$ cat config.mk
export PLATFORM = sky130hd
export DESIGN_NAME = sgm_window
export DESIGN_NICKNAME = d
export VERILOG_FILES = /design/src/sgm_pkg.sv /design/src/sgm_window.sv
export SDC_FILE = /design/constraint.sdc
export NUM_CORES = 1
export LEC_CHECK = 0
export CORE_MARGIN = 3
export CORE_UTILIZATION = 39
export DETAILED_ROUTE_END_ITERATION = 10
export DONT_BUFFER_PORTS = 1
export GPL_ROUTABILITY_DRIVEN = 0
export HOLD_SLACK_MARGIN = 0.08
export SYNTH_ARGS = -nofsm -noshare
export SYNTH_HDL_FRONTEND = slang
export SYNTH_SLANG_ARGS = --single-unit
$ cat constraint.sdc
create_clock -name clk -period 4.2 [get_ports clk]
set_input_delay 0.42 -clock clk [delete_from_list [all_inputs] [get_ports clk]]
set_output_delay 0.42 -clock clk [all_outputs]
set_load 0.01 [all_outputs]
$ cat src/sgm_pkg.sv
// Shared types and constants for the Sobel gradient magnitude block.
// No dependencies; used by the window stage, the magnitude stage and the top level.
package sgm_pkg;

	// configuration register indexes
	localparam logic [1:0] REG_FRAME_WIDTH  = 2'd0;
	localparam logic [1:0] REG_FRAME_HEIGHT = 2'd1;

	// register widths and reset values
	localparam int unsigned FW_BITS = 11;
	localparam int unsigned FH_BITS = 16;
	localparam logic [FW_BITS-1:0] FW_RESET = 11'd640;
	localparam logic [FH_BITS-1:0] FH_RESET = 16'd480;

	// smallest window dimension and saturation level
	localparam int unsigned MIN_DIM = 3;
	localparam int unsigned MAG_MAX = 255;

	// per-item control that rides along with the pixel
	typedef struct packed {
		logic emit;  // item completes an interior window
		logic last;  // interior pixel is the last of the frame
	} sgm_tag_t;

endpackage

$ cat src/sgm_window.sv
// 3x3 window registers and Sobel column/row weighted sums.
// Depends on sgm_pkg for the item tag type.
module sgm_window #(
	parameter int PB = 8
) (
	input  logic              clk,
	input  logic              arst_n,
	input  logic              adv,
	input  logic [PB-1:0]     top,
	input  logic [PB-1:0]     mid,
	input  logic [PB-1:0]     pix,
	input  sgm_pkg::sgm_tag_t tag_s1,
	output logic [PB+1:0]     right_s2,
	output logic [PB+1:0]     left_s2,
	output logic [PB+1:0]     upper_s2,
	output logic [PB+1:0]     lower_s2,
	output sgm_pkg::sgm_tag_t tag_s2
);

	localparam int SW = PB + 2;

	// columns c-2 (lt, lm, lb) and c-1 (ct, cm, cb)
	logic [PB-1:0] lt_q, lm_q, lb_q, ct_q, cm_q, cb_q;

	// shift the window by one column per item
	always_ff @(posedge clk or negedge arst_n) begin
		if (!arst_n) begin
			lt_q <= '0;
			lm_q <= '0;
			lb_q <= '0;
			ct_q <= '0;
			cm_q <= '0;
			cb_q <= '0;
		end else if (adv) begin
			lt_q <= ct_q;
			lm_q <= cm_q;
			lb_q <= cb_q;
			ct_q <= top;
			cm_q <= mid;
			cb_q <= pix;
		end
	end

	// weighted sums for Gx (right - left) and Gy (lower - upper)
	always_ff @(posedge clk) begin
		if (adv) begin
			right_s2 <= SW'(top) + {1'b0, mid, 1'b0} + SW'(pix);
			left_s2  <= SW'(lt_q) + {1'b0, lm_q, 1'b0} + SW'(lb_q);
			upper_s2 <= SW'(lt_q) + {1'b0, ct_q, 1'b0} + SW'(top);
			lower_s2 <= SW'(lb_q) + {1'b0, cb_q, 1'b0} + SW'(pix);
			tag_s2   <= tag_s1;
		end
	end

endmodule

==> metrics.md <==
| Metric | Value |
|---|---|
| Status | `finished clean` |
| Placeable core area | `0.01211 sq mm` |
| Worst vdd ir | `0.2510 mV` |
| Buffers plus inverters on the worst setup path | `2` |
| Final Hold Violating Endpoints | `0` |
| CTS Buf Count | `9` |
| FILL cells | `1122` |
| Wire length of the first global-routing pass | `roughly 14000 microns` |
| Asr flop ratio synth | `53.33%` |
| Max Freq | `0.3647 GHz` |
| Antenna fix cells | `0` |
| Post-Route Skew | `0.004760 ns` |
| Leakage power | `2.190 nW` |
| Number of instances in the synthesized netlist | `roughly 340` |
| Crit share post-route | `65.29%` |
| Row cnt | `40` |
| Vias in the first global route | `about 2800` |
| Count of routing violations after the opening detailed-route iteration | `129` |
| Initial antenna violation count | `0` |
| Post-detailed-routing wire length | `8542 microns` |
| Post-synth cell types | `23` |
| Total design power | `a little over 3 mW` |
| Most frequent cells after synthesis | `dfrtp_1, mux2_2, edfxtp_1` |
| Ordered cell list for the critical path | `inv_1 -> fa_1 -> inv_1 -> ha_1 -> fa_1 -> a211oi_2 -> o21bai_1 -> a2111oi_2 -> a21oi_1` |
| Yosys warning total | `0` |
| Number of cells on the worst hold path | `0` |
| Design area | `between 0.005 and 0.006 sq mm` |
| Core utilization of the finished layout | `44.51%` |
| Clock edge transition at the registers on the reported setup and hold paths | `~0.06 ns` |
| Pre-CTS WS | `1.382 ns` |
| Pwr dens | `about 580 mW/mm^2` |
| CTS tree | `built` |
| Yosys reg bits | `90` |
| Initial core utilization | `between 40% and 50%` |
| Hold WS | `approximately 0.17 ns` |
| Library cell contributing the largest single delay on the critical path | `fa_1` |
| All-layer global routing usage | `between 10% and 20%` |
| Yosys top cell by area | `edfxtp_1` |
| Number of max-cap violations | `0` |
| Crit Path Category | `flop to flop` |
| Clock tree root buffer cell | `clkbuf_16` |
| Mapped Avg Cell Area | `14.56 sq um` |
| Number of cells in the finished layout apart from fillers | `515` |
| Area added between synthesis and finish | `10.57%` |
| Max-slew violation total from the final report | `0` |
| Critical path's largest stage delay | `0.51 ns` |
| Endpoint arrival time on the critical path | `around 2.8 ns` |
| Top_reg_cell synth | `dfrtp_1` |
| Final count of negative-setup-slack endpoints | `0` |
| Worst rel slew slack | `69.41%` |
| Half-perimeter wire length of the detailed placement result | `about 6400 microns` |
| Crit-path leading delay family | `adder cells` |
| Kind of start point of the critical path | `flop` |
| Sinks on the clock net | `90` |
| Required time of the worst setup path | `4.29 ns` |
| Die Ht | `roughly 120 microns` |
| Worst Path Max Fanout | `3` |
| Cell area after placement | `0.005057 sq mm` |
| Stages on the worst setup path | `9` |
| Boundary pin count | `71` |
| Tmin final | `2.742 ns` |
| Count of placed standard cells including taps | `between 400 and 500` |
| FF-to-FF path depth | `9` |
| TritonRoute pass-1 iters | `4` |
| Area contributors post-synth | `edfxtp_1, dfrtp_1, fa_1` |
| Fin Setup TNS | `0 ns` |
| Number of synthesized flops with an enable pin | `42` |
| Buffer count from post-CTS setup fixing | `0` |
| Mean routed wirelength per cell | `about 17 microns` |
| Die Wd | `117.8 microns` |
| Global-route congestion overflow total | `0` |
| Count of nets after finishing | `439` |
| Measured slew at the worst slew-check pin | `approximately 0.45 ns` |
| Number of design rule violations left after detail routing | `0` |
| CTS H-Tree Depth | `3` |
| Number of buffers between clock root and the deepest sink | `2` |
| Area share of the largest cell type after synthesis | `25.87%` |
| Largest net degree at the start of global routing | `96` |
| Fraction of final layout cells with drive strength greater than 1 | `19.02%` |
| Mapped Nets | `432` |
| Insertion delay of the later-clocked pin in the worst-skew pair | `0.34 ns` |
| # port buffers | `0` |
| RSZ-0062 raised after global routing | `no` |
| Netlist area before placement | `0.004876 sq mm` |
| Die Outline Area | `0.01388 sq mm` |
| Worst-case setup margin in the final layout | `between 1 and 1.5 ns` |
| Number of vias in the routed layout | `2574` |
| Worst setup EP type | `flop` |
| Antenna violation net count after detailed routing | `0` |
| Sequential fraction of the synthesis area | `50.50%` |
| Detailed-route vias per instance | `4.998` |
| Hold Path Class | `input pin to flop` |
| Cell with the most instances after synthesis | `dfrtp_1` |
==> registers in the layout (all words and copies together) (netlist names), 8 cells and up <==
register and cells:
lt_q 8, lb_q 8, lm_q 8, upper_s2 10
ct_q 8, cm_q 8, cb_q 8, right_s2 10
lower_s2 10, left_s2 10
==> routing by layer <==
layer / wire length, microns / track usage, %
met1: 3672 / 15.90
met2: 4144 / 21.34
met3: 671 / 6.247
met4: 55 / 3.736
met5: 0 / 0
==> kinds of logic after synthesis <==
| kind of cell | Yosys count | share of synthesized area [%] |
|---|---|---|
| buffers and inverters | 26 | 2.130 |
| xor gates and xnor gates | 24 | 4.311 |
| AOI/OAI and AO/OA | 70 | 9.469 |
| adders and majority gates | 68 | 22.38 |
| DFF | 90 | 50.50 |
| and+or+nand+nor | 14 | 1.283 |
| muxes | 43 | 9.931 |
==> worst register-to-register path, stage by stage (launching register included) <==
cell and delay, ns:
dfrtp_1 0.32, inv_1 0.09, fa_1 0.51, inv_1 0.05
ha_1 0.22, fa_1 0.43, a211oi_2 0.29, o21bai_1 0.15
a2111oi_2 0.37, a21oi_1 0.07
==> cell usage in the layout, fill, tap and decap left out <==
cell type,count
inv_4,1
dlygate4sd3_1,1
ha_1,36
clkbuf_1,1
clkbuf_16,9
a21o_1,6
a2111oi_2,3
edfxtp_1,42
clkinv_2,2
a21oi_1,24
or3_1,3
nand3_1,2
xnor2_1,16
clkinvlp_4,1
xor2_1,8
mux2_2,43
nand2_1,9
bufinv_16,1
o2111ai_1,1
a211oi_2,3
inv_1,20
clkbuf_8,1
buf_16,1
o21ai_0,16
dfrtp_1,48
o21a_1,7
fa_1,32
o21bai_1,6
o22ai_1,3
a31o_2,1
==> worst paths after layout <==
kind / end / start / slack [ns]
worst min-delay path: tag_s2[0] / tag_s1[0] / 0.17
min in group asynchronous: lb_q[7] / arst_n / 0.57
max in group asynchronous: cm_q[0] / arst_n / 3.41
worst max-delay path: upper_s2[9] / lt_q[1] / 1.46
worst min register to register: lm_q[6] / cm_q[6] / 0.50
worst max register to register: upper_s2[9] / lt_q[1] / 1.46
==> area by class of cell <==
type / count / area [sq um] / area share, %
clock buffers: 11 / 242.7 / 4.502
clock inverters: 5 / 53.80 / 0.9979
flip-flops and latches: 90 / 2462 / 45.67
inverters: 20 / 75.07 / 1.392
repair buffers: 2 / 37.54 / 0.6962
multi-input cells: 219 / 2310 / 42.84
well taps: 168 / 210.2 / 3.899
==> timing repair <==
action / CTS / global route
hold endpoints to repair: 48 / 0
resized for setup: 0 / 0
hold buffers: 2 / 0
==> report_power, final <==
group | switching (mW) | total [mW] | internal (mW) | leakage, nW
sequential | 0.177 | 1.39 | 1.21 | 0.977
clock | 0.336 | 0.812 | 0.476 | 0.146
combinational | 0.468 | 0.904 | 0.437 | 1.07
No activity file was read; power rests on OpenSTA's default activity.
