`config.mk`:
```
export PLATFORM = sky130hd
export DESIGN_NAME = sgm_mag
export DESIGN_NICKNAME = d
export VERILOG_FILES = /design/src/sgm_pkg.sv /design/src/sgm_mag.sv
export SDC_FILE = /design/constraint.sdc
export NUM_CORES = 1
export LEC_CHECK = 0
export BUFFER_PORTS_ARGS = -buffer_cell sky130_fd_sc_hd__buf_2
export CAP_MARGIN = 10
export CORE_MARGIN = 2
export CORE_UTILIZATION = 52
export CTS_CLUSTER_DIAMETER = 30
export CTS_CLUSTER_SIZE = 20
export DETAILED_ROUTE_END_ITERATION = 16
export PLACE_DENSITY = 0.76
export SLEW_MARGIN = 20
export SYNTH_ARGS = -nofsm -noshare
export SYNTH_HDL_FRONTEND = slang
export SYNTH_SLANG_ARGS = --single-unit
```
`constraint.sdc`:
```
create_clock -name clk -period 3.55 [get_ports clk]
set_clock_uncertainty 0.05 [all_clocks]
set_input_delay 0.1775 -clock clk [delete_from_list [all_inputs] [get_ports clk]]
set_output_delay 0.1775 -clock clk [all_outputs]
set_load 0.005 [all_outputs]
```
`src/sgm_pkg.sv`:
```
// Shared types and constants for the Sobel gradient magnitude block.
// No dependencies; used by the window stage, the magnitude stage and the top level.
package sgm_pkg;

	// configuration register indexes
	localparam logic [1:0] REG_FRAME_WIDTH  = 2'd0;
	localparam logic [1:0] REG_FRAME_HEIGHT = 2'd1;

	// register widths and reset values
	localparam int unsigned FW_BITS = 11;
	localparam int unsigned FH_BITS = 16;
	localparam logic [FW_BITS-1:0] FW_RESET = 11'd640;
	localparam logic [FH_BITS-1:0] FH_RESET = 16'd480;

	// smallest window dimension and saturation level
	localparam int unsigned MIN_DIM = 3;
	localparam int unsigned MAG_MAX = 255;

	// per-item control that rides along with the pixel
	typedef struct packed {
		logic emit;  // item completes an interior window
		logic last;  // interior pixel is the last of the frame
	} sgm_tag_t;

endpackage

```
`src/sgm_mag.sv`:
```
// Absolute differences, L1 sum and saturation into the output register.
// Depends on sgm_pkg for the saturation level.
module sgm_mag #(
	parameter int PB = 8
) (
	input  logic          clk,
	input  logic          load,
	input  logic [PB+1:0] right_s2,
	input  logic [PB+1:0] left_s2,
	input  logic [PB+1:0] upper_s2,
	input  logic [PB+1:0] lower_s2,
	input  logic          last_s2,
	output logic [7:0]    magnitude_q,
	output logic          last_q
);

	localparam int SW = PB + 2;

	logic [SW-1:0] gx_abs, gy_abs;
	logic [SW:0]   sum;
	logic          sat;

	// |Gx| + |Gy|, clipped to the 8-bit range
	always_comb begin
		gx_abs = (right_s2 >= left_s2) ? right_s2 - left_s2 : left_s2 - right_s2;
		gy_abs = (lower_s2 >= upper_s2) ? lower_s2 - upper_s2 : upper_s2 - lower_s2;
		sum    = {1'b0, gx_abs} + {1'b0, gy_abs};
		sat    = 16'(sum) > 16'(sgm_pkg::MAG_MAX);
	end

	always_ff @(posedge clk) begin
		if (load) begin
			magnitude_q <= sat ? 8'(sgm_pkg::MAG_MAX) : 8'(sum);
			last_q      <= last_s2;
		end
	end

endmodule

```
==> results of run 1 <==
## stage by stage
step	setup WS (ns)	total power [mW]	utilization	instance area (um^2)
after floorplan	-0.0407	0.829	-	2700
after global placement	-0.209	1.16	0.721	3410
after detailed placement	-0.292	1.18	0.721	3410
after CTS	0.0124	1.32	0.734	3470
after global routing	-0.113	1.50	0.748	3530
final	0.0739	1.37	0.748	3530
## Yosys cell counts, drive strengths merged (2+ instances only)
cell,count
xnor2,8
nand2,7
o31ai,2
buf,7
o22ai,5
nand2b,7
o211ai,2
nor3b,2
a31oi,3
o221ai,3
a31o,2
a221oi,2
o21ai,15
fa,5
o21a,4
a21o,17
o21bai,2
inv,54
ha,48
nand4,3
a211oi,6
nor3,3
nor2,16
a21oi,26
mux2i,12
xor2,9
nor2b,5
clkbuf,7
edfxtp,9
mux2,8
nand3,13
## power by group
part	switching (mW)	leakage [nW]	internal, mW
Clock	0.0393	0.0228	0.0781
Sequential	0.00475	0.0901	0.159
Combinational	0.528	1.75	0.557
Total	0.572	1.87	0.794
## worst max path at each step
stage / cells after the start / start / slack (ns) / endpoint
after floorplan: 17 / right_s2[0] / -0.04 / magnitude_q[3]
after global placement: 18 / right_s2[0] / -0.21 / magnitude_q[3]
after detailed placement: 17 / right_s2[0] / -0.29 / magnitude_q[3]
after CTS: 17 / right_s2[0] / 0.01 / magnitude_q[3]
after global routing: 18 / right_s2[0] / -0.11 / magnitude_q[4]
final: 17 / right_s2[0] / 0.07 / magnitude_q[4]
## registers in the layout (all words and copies together) (netlist names)
| signal | count |
|---|---|
| last_q | 1 |
| magnitude_q | 8 |
## cell usage in the layout, fill, tap and decap left out, drive strengths merged, types with 9 or more instances in the layout
master | Yosys | final
a21o | 17 | 17
a21oi | 26 | 26
buf | 7 | 113
edfxtp | 9 | 9
ha | 48 | 48
inv | 54 | 54
mux2i | 12 | 12
nand3 | 13 | 13
nor2 | 16 | 16
o21ai | 15 | 15
xor2 | 9 | 9
## worst max-delay path, cell delays in order
cell      delay (ns)
buf_12          0.11
inv_12          0.04
ha_4            0.12
inv_2           0.03
fa_2            0.36
a31o_4          0.27
a211oi_4        0.26
o21ba_4         0.20
mux2i_2         0.23
xnor2_1         0.14
ha_1            0.26
nor2b_4         0.13
o31a_1          0.33
nand2b_4        0.16
a31oi_4         0.18
xor2_4          0.26
o211ai_1        0.12
## what timing repair did
| action | CTS | global route |
|---|---|---|
| setup buffers | 0 | 0 |
| pin swaps | 0 | 11 |
| gates resized for setup | 3 | 17 |
| endpoints found under the setup margin | 8 | 8 |
## layer usage
layer	vias to the layer above	GRT usage
met2	81	0.378
li1	1353	-
met3	12	0.0149
met1	1196	0.321
met4	0	0.0646
met5	-	0
## area by class of cell
cell class,count,area (um^2)
Clock buffer,4,45.0
Fill cell,344,1190
Inverter,54,215
Multi-Input combinational cell,248,2180
Sequential cell,9,270
Tap cell,67,83.8
Timing Repair Buffer,113,739
## cells by family (layout without fill, tap and decap cells)
| group | count (synthesis) | count (layout) | synth area share |
|---|---|---|---|
| AO/OA/AOI/OAI | 97 | 97 | 0.250 |
| buffers and inverters | 68 | 171 | 0.107 |
| AND/OR/NAND/NOR | 61 | 61 | 0.122 |
| adder cells (fa/ha/maj) | 53 | 53 | 0.274 |
| multiplexers | 20 | 20 | 0.0835 |
| XOR/XNOR | 17 | 17 | 0.0581 |
| flip-flops | 9 | 9 | 0.106 |
==> out/results.ini, run 1 <==
[setup_path]
critPathArrivalTime_ns = 3.39
startpoint_type = primary input
worstSetupEndpointType = flip-flop
cp.required_ns = 3.47
worstPathMaxFanout = 8
crit_type = in -> reg

[route]
via_per_inst = 5.34
ant_nets = 0
wl_per_cell_um = 12.3
firstDrtPassIters = 4
dr_wl_met2_mm = 2.83
top_layer_used = met4
first_iter_violations = 107
drt-met1-wl_mm = 2.90
dr_wl_met3_um = 273
wirelength_mm = 6.11
remaining_drc_errors = 0
vias = 2642

[yosys]
synth_ff_type = edfxtp_1
synth.top_cell.area_share = 0.234
synth_warnings = 0
syn_nets = 421
synth_area_leaders = ha_1 (23%), edfxtp_1 (11%), inv_1 (7.9%)
yosysTopAreaCell = ha_1
synth_cells = 325
async_reset_ff_frac = 0
synth_edf_count = 9
yosysSeqAreaShare = 0.106
avgSynthCellArea_um2 = 7.88
synth_cell_types = 49
synth-seq-cells = 9
synth_area_um2 = 2560

[placement]
hpwl_mm = 5.25
gp_congestion = 0.881
portBuffers = 51
placed_cells = 491

[clocking]
h-tree-depth = 1
cts.clk_slew.worst_paths_ns = 0.04
cts-buffers-inserted = 3
root_buffer = clkbuf_8
cts_tree = done
cts_sinks = 9
cts_hold_buffers = 0
clockBufferDepth = 2

[timing]
whs_ns = 0.0707
max_slew_margin = 0.630
max_freq_mhz = 288
rsz0062_at_grt = true
period_needed_ns = 3.48
worstMarginPinSlew_ns = 0.550
final_max_slew_viol_count = 0
hold_violations = 0
fin_tns_setup_ns = 0
setup_viol = 0
finalCritPeriodShare = 0.979

[cells_and_area]
drive_above_1_share = 0.350
antenna_cells = 0
areaGrowthSynthToFinish_pct = 37.9
fin_nets = 525
finalNonFillerCells = 495

[pwr]
irDropWorstVdd_mv = 0.268
power.leakage_nw = 1.87
p_per_area_nw_per_um2 = 387

[worst_hold_path]
min_from = last_s2
holdPathStages = 1
hold_path.class = in -> reg
hold_end = last_q

[global_routing]
grt_antenna_before_repair = 0
grt_pass1_wl_mm = 10.2
track_usage = 0.228
grt-ovfl-total = 0
grt_pass1_vias = 2380
grt_max_degree = 10

[die]
core_area_um2 = 4720
initial_core_util = 0.542
die-area_um2 = 5500
die_x_um = 74.2
die_h_um = 74.2
placementRows = 25
ios = 52

[status]
outcome = complete, no violations

[job]
max_cap_viol_count = 0

Power figures use the tool's default switching activity.
==> run 2, diff against run 1 <==
ABC_AREA = 1   (was default)
CORE_UTILIZATION = 53   (was 52)
==> run 2 against run 1 <==
  * Clock power about the same
  * Synthesized cell count up 67%
  * Die area up 21%
  * Setup slack better by 0.39 ns
  * First-iteration DRC count up 70%
  * Core utilization down 15 points
  * Sequential power down 3%
  * Flip-flop and latch count unchanged
  * Critical path depth up 4
  * Synthesized area up 25%
  * Final area about the same
  * Via count up 25%
  * Critical path type unchanged
  * Critical endpoint is now magnitude_q[6]
==> out/results.ini, run 2 <==
[global_routing]
grt_max_degree = 12
grt-ovfl-total = 0
grt_antenna_before_repair = 0
track_usage = 0.228
grt_pass1_wl_mm = 12.5
grt_pass1_vias = 3122

[cells_and_area]
largestRegisters = magnitude_q (8), last_q (1)
top_register = magnitude_q
antenna_cells = 0
mostFrequentLayoutCells = nand2_1 (188), inv_1 (119), buf_2 (51)
areaGrowthSynthToFinish_pct = 10.7
fin_nets = 689
drive_above_1_share = 0.142
largest_register_ffs = 8
fillers = 611
final_common_cell = nand2_1

[timing]
hold_violations = 0
fin_tns_setup_ns = 0
max_freq_mhz = 324
setup_viol = 0
layout_setup_ws_ns = 0.465
period_needed_ns = 3.09
worstMarginPinSlew_ns = 0.351
max_slew_margin = 0.765
rsz0062_at_grt = false
finalCritPeriodShare = 0.869
final_max_slew_viol_count = 0

[clocking]
cts-buffers-inserted = 3
cts_tree = done
root_buffer = clkbuf_8
cts_hold_buffers = 0
h-tree-depth = 1
cts_sinks = 9
post-cts-setup-buffer-count = 0
clockBufferDepth = 2
cts_resized = 0
cts.clk_slew.worst_paths_ns = 0.04

[yosys]
synth_ff_type = edfxtp_1
synth_area_um2 = 3190
synth_warnings = 0
synthTopCellsByCount = nand2_1 (188), inv_1 (119), ha_1 (48)
async_reset_ff_frac = 0
synth.top_cell.area_share = 0.221
synth.most_common_cell = nand2_1
synth_cell_types = 29
syn_nets = 638
synth_area_leaders = nand2_1 (22%), ha_1 (19%), inv_1 (14%)
yosysSeqAreaShare = 0.0847
synth_edf_count = 9
avgSynthCellArea_um2 = 5.89
yosysTopAreaCell = nand2_1
synth-seq-cells = 9
synth_cells = 542

[route]
remaining_drc_errors = 0
vias = 3313
via_per_inst = 4.97
wl_per_cell_um = 10.6
first_iter_violations = 182
wirelength_mm = 7.05
ant_nets = 0
firstDrtPassIters = 5

[placement]
hpwl_mm = 6.29
portBuffers = 51
dp_worst_setup_slack_ns = 0.245
gp_congestion = 0.935

[status]
outcome = complete, no violations

[die]
die_x_um = 81.6
die-area_um2 = 6660
placementRows = 28
initial_core_util = 0.542
core_area_um2 = 5890
die_h_um = 81.6
ios = 52

[worst_hold_path]
hold_path.class = in -> reg

[pwr]
power_frac_seq = 0.132
power_frac_clock = 0.096
p_per_area_nw_per_um2 = 340
combPwrFrac = 0.772
irDropWorstVdd_mv = 0.288
p_sw_mw = 0.612
intPower_mw = 0.588
p_sw_frac = 0.510
power.leakage_nw = 2.22

[setup_path]
cpMostUsedCell = nand2_1
worstPathMaxFanout = 8
crit_path_max_incr_delay_ns = 0.43
slowest_stage = fa_1
cp_cell_sequence = buf_2 > inv_1 > ha_1 > inv_1 > fa_1 > nand3_1 > nand3_1 > a21oi_1 > xor2_1 > nand2_1 > nand2_1 > inv_1 > ha_1 > nand2_1 > nand2_1 > a21oi_1 > nand3_1 > nand2_1 > nand2_1 > nor2_4 > nand3_1
startpoint_type = primary input
crit_start = right_s2[0]
critPathArrivalTime_ns = 2.99
worstSetupEndpointType = flip-flop
crit_type = in -> reg
cp.required_ns = 3.46
worstSetupEndpoint = magnitude_q[6]

[job]
max_cap_viol_count = 0

## run 2: power by group through the flow
stage	logic, mW	clock network (mW)	registers (mW)
global route	1.07	0.122	0.162
finish	0.926	0.115	0.159
floorplan	0.720	0	0.166
CTS	0.923	0.118	0.159
global placement	0.896	0	0.160
detailed placement	0.920	0	0.161
## run 2: layer usage
| layer | GRT usage | share of wire | vias to the layer above | wire [um] |
|---|---|---|---|---|
| li1 | - | - | 1754 | - |
| met3 | 0.0275 | 0.076 | 10 | 536 |
| met5 | 0 | 0 | - | 0 |
| met2 | 0.393 | 0.44 | 98 | 3120 |
| met4 | 0.0650 | 0.016 | 0 | 113 |
| met1 | 0.299 | 0.47 | 1451 | 3280 |
## run 2: cell type report
class | instances | area, um^2 | area share
clock buffer | 4 | 45.0 | 0.0127
multi-input combinational | 405 | 2410 | 0.681
tap | 75 | 93.8 | 0.0266
inverter | 123 | 462 | 0.131
timing repair buffer | 51 | 255 | 0.0722
sequential | 9 | 270 | 0.0765
## run 2: worst max-delay path, delay by kind of cell
family / cells / cell delay, ns
XOR/XNOR: 1 / 0.16
AND/OR/NAND/NOR: 11 / 1.05
adder cells (fa/ha/maj): 3 / 0.97
AO/OA/AOI/OAI: 2 / 0.37
buffers and inverters: 4 / 0.27
## run 2: kinds of logic (layout without fill, tap and decap cells)
group / after synthesis / count (layout) / synth area share
compound gates: 40 / 40 / 0.0741
xor+xnor: 23 / 23 / 0.0655
fa+ha+maj: 53 / 53 / 0.220
buf+inv: 128 / 178 / 0.161
flops: 9 / 9 / 0.0847
simple gates: 289 / 289 / 0.395
## run 2: through the flow
stage	power, mW	area, um^2	utilization	hold slack, ns	std cells
floorplan	0.886	3190	-	0.226	542
global placement	1.06	3490	0.593	0.309	663
detailed placement	1.08	3490	0.593	0.306	663
CTS	1.20	3530	0.600	0.0682	667
global route	1.35	3530	0.600	0.0775	667
finish	1.20	3530	0.600	0.0739	667
## run 2: worst min path at each step
stage	startpoint	cells past startpoint	endpoint	slack [ns]
detailed placement	last_s2	1	last_q	0.31
CTS	last_s2	1	last_q	0.07
global placement	last_s2	1	last_q	0.31
finish	last_s2	1	last_q	0.07
floorplan	last_s2	0	last_q	0.23
global route	last_s2	1	last_q	0.08
==> run 3, diff against run 2 <==
CORE_UTILIZATION = 55   (was 53)
PLACE_DENSITY = 0.75   (was 0.76)
clock period = 3.35 ns   (was 3.55 ns; I/O delays follow)
==> run 3 against run 2 <==
  * First-iteration DRC count up 17%
  * Global-route usage up 1.1 points
  * Sequential share of layout area down 0.080 points
==> out/results.ini, run 3 (same netlist as run 2, synthesis figures left out) <==
[global_routing]
grt_antenna_before_repair = 0
grt_pass1_wl_mm = 12.7
grt_max_degree = 11
grt_pass1_vias = 3099
grt-ovfl-total = 0
track_usage = 0.239

[timing]
whs_ns = 0.0627
worstMarginPinSlew_ns = 0.349
final_max_slew_viol_count = 0
rsz0062_at_grt = false
fin_tns_setup_ns = 0
period_needed_ns = 3.04
layout_setup_ws_ns = 0.306
setup_viol = 0
max_slew_margin = 0.766
finalCritPeriodShare = 0.909
max_freq_mhz = 329
hold_violations = 0

[die]
ios = 52
initial_core_util = 0.576
die-area_um2 = 6430
die_x_um = 80.2
die_h_um = 80.2
core_area_um2 = 5540
placementRows = 27

[worst_hold_path]
min_from = last_s2
hold_end = last_q
hold_path.class = in -> reg
holdPathStages = 1

[cells_and_area]
fin_util = 0.645
stdcell_area_um2 = 3570
largestRegisters = magnitude_q (8), last_q (1)
finalNonFillerCells = 668
final_common_cell = nand2_1
fin_nets = 693
mostFrequentLayoutCells = nand2_1 (188), inv_1 (119), buf_2 (51)
drive_above_1_share = 0.154
top_register = magnitude_q
largest_register_ffs = 8
antenna_cells = 0
areaGrowthSynthToFinish_pct = 11.9

[pwr]
power.leakage_nw = 2.23
irDropWorstVdd_mv = 0.261
p_total_mw = 1.28
p_per_area_nw_per_um2 = 359

[clocking]
cts-buffers-inserted = 3
cts_sinks = 9
cts_tree = done
h-tree-depth = 1
clockBufferDepth = 2
root_buffer = clkbuf_8
cts.clk_slew.worst_paths_ns = 0.04
cts_hold_buffers = 0

[status]
outcome = complete, no violations

[setup_path]
crit_start = lower_s2[0]
worstSetupEndpointType = flip-flop
critPathArrivalTime_ns = 2.96
worstPathMaxFanout = 9
cp.required_ns = 3.26
crit_type = in -> reg
startpoint_type = primary input

[route]
wirelength_mm = 7.23
vias = 3307
first_iter_violations = 213
ant_nets = 0
wl_per_cell_um = 10.8
via_per_inst = 4.95
firstDrtPassIters = 5
remaining_drc_errors = 0

[placement]
placed_cells = 664
dpl_cell_area_um2 = 3510
portBuffers = 51
gp_congestion = 0.873
dp_worst_setup_slack_ns = 0.0534
hpwl_mm = 6.43

[job]
max_cap_viol_count = 0

==> run 3: changes by cell type in the layout (fill, tap and decap cells not counted), sizes merged <==
cell and delta:
buf +4
==> run 3: critical path, stage by stage <==
cell and delay (ns):
buf_2 0.11, inv_1 0.05, ha_1 0.16, inv_1 0.08, fa_1 0.44, nand3_1 0.17
nand3_2 0.11, nor2_4 0.22, nand2_2 0.08, o21ai_2 0.09, inv_2 0.05, fa_1 0.41
nand3b_1 0.17, nand2_1 0.12, nand3_1 0.08, nand2_1 0.10, xnor2_2 0.19, nand3_1 0.15
==> run 3: worst max path at each step <==
stage	endpoint	slack [ns]	depth (start not counted)
after floorplan	magnitude_q[2]	0.50	20
after global placement	magnitude_q[7]	0.17	18
after detailed placement	magnitude_q[6]	0.05	21
after CTS	magnitude_q[6]	0.28	21
after global routing	magnitude_q[6]	0.002	19
final	magnitude_q[6]	0.31	18
==> run 3: power by group <==
part / internal [mW] / leakage, nW / switching (mW)
Clock: 0.0829 / 0.0228 / 0.0432
Sequential: 0.163 / 0.0902 / 0.00561
Combinational: 0.384 / 2.12 / 0.605
Total: 0.630 / 2.23 / 0.654
==> run 3: cell type report <==
class	count	area, um^2
Timing Repair Buffer	55	285
Inverter	123	462
Sequential cell	9	270
Tap cell	72	90.1
Fill cell	575	1970
Multi-Input combinational cell	405	2420
Clock buffer	4	45.0
==> run 3: metal layers <==
metal,global-route usage,part of all wire,up-vias
li1,-,-,1766
met1,0.326,0.48,1425
met2,0.408,0.44,103
met3,0.00562,0.061,13
met4,0.0746,0.023,0
met5,0,0,-
==> run 3: timing repair <==
action / CTS / global route
resized for setup: 0 / 4
buffers inserted: 0 / 0
setup endpoints to repair: 0 / 7
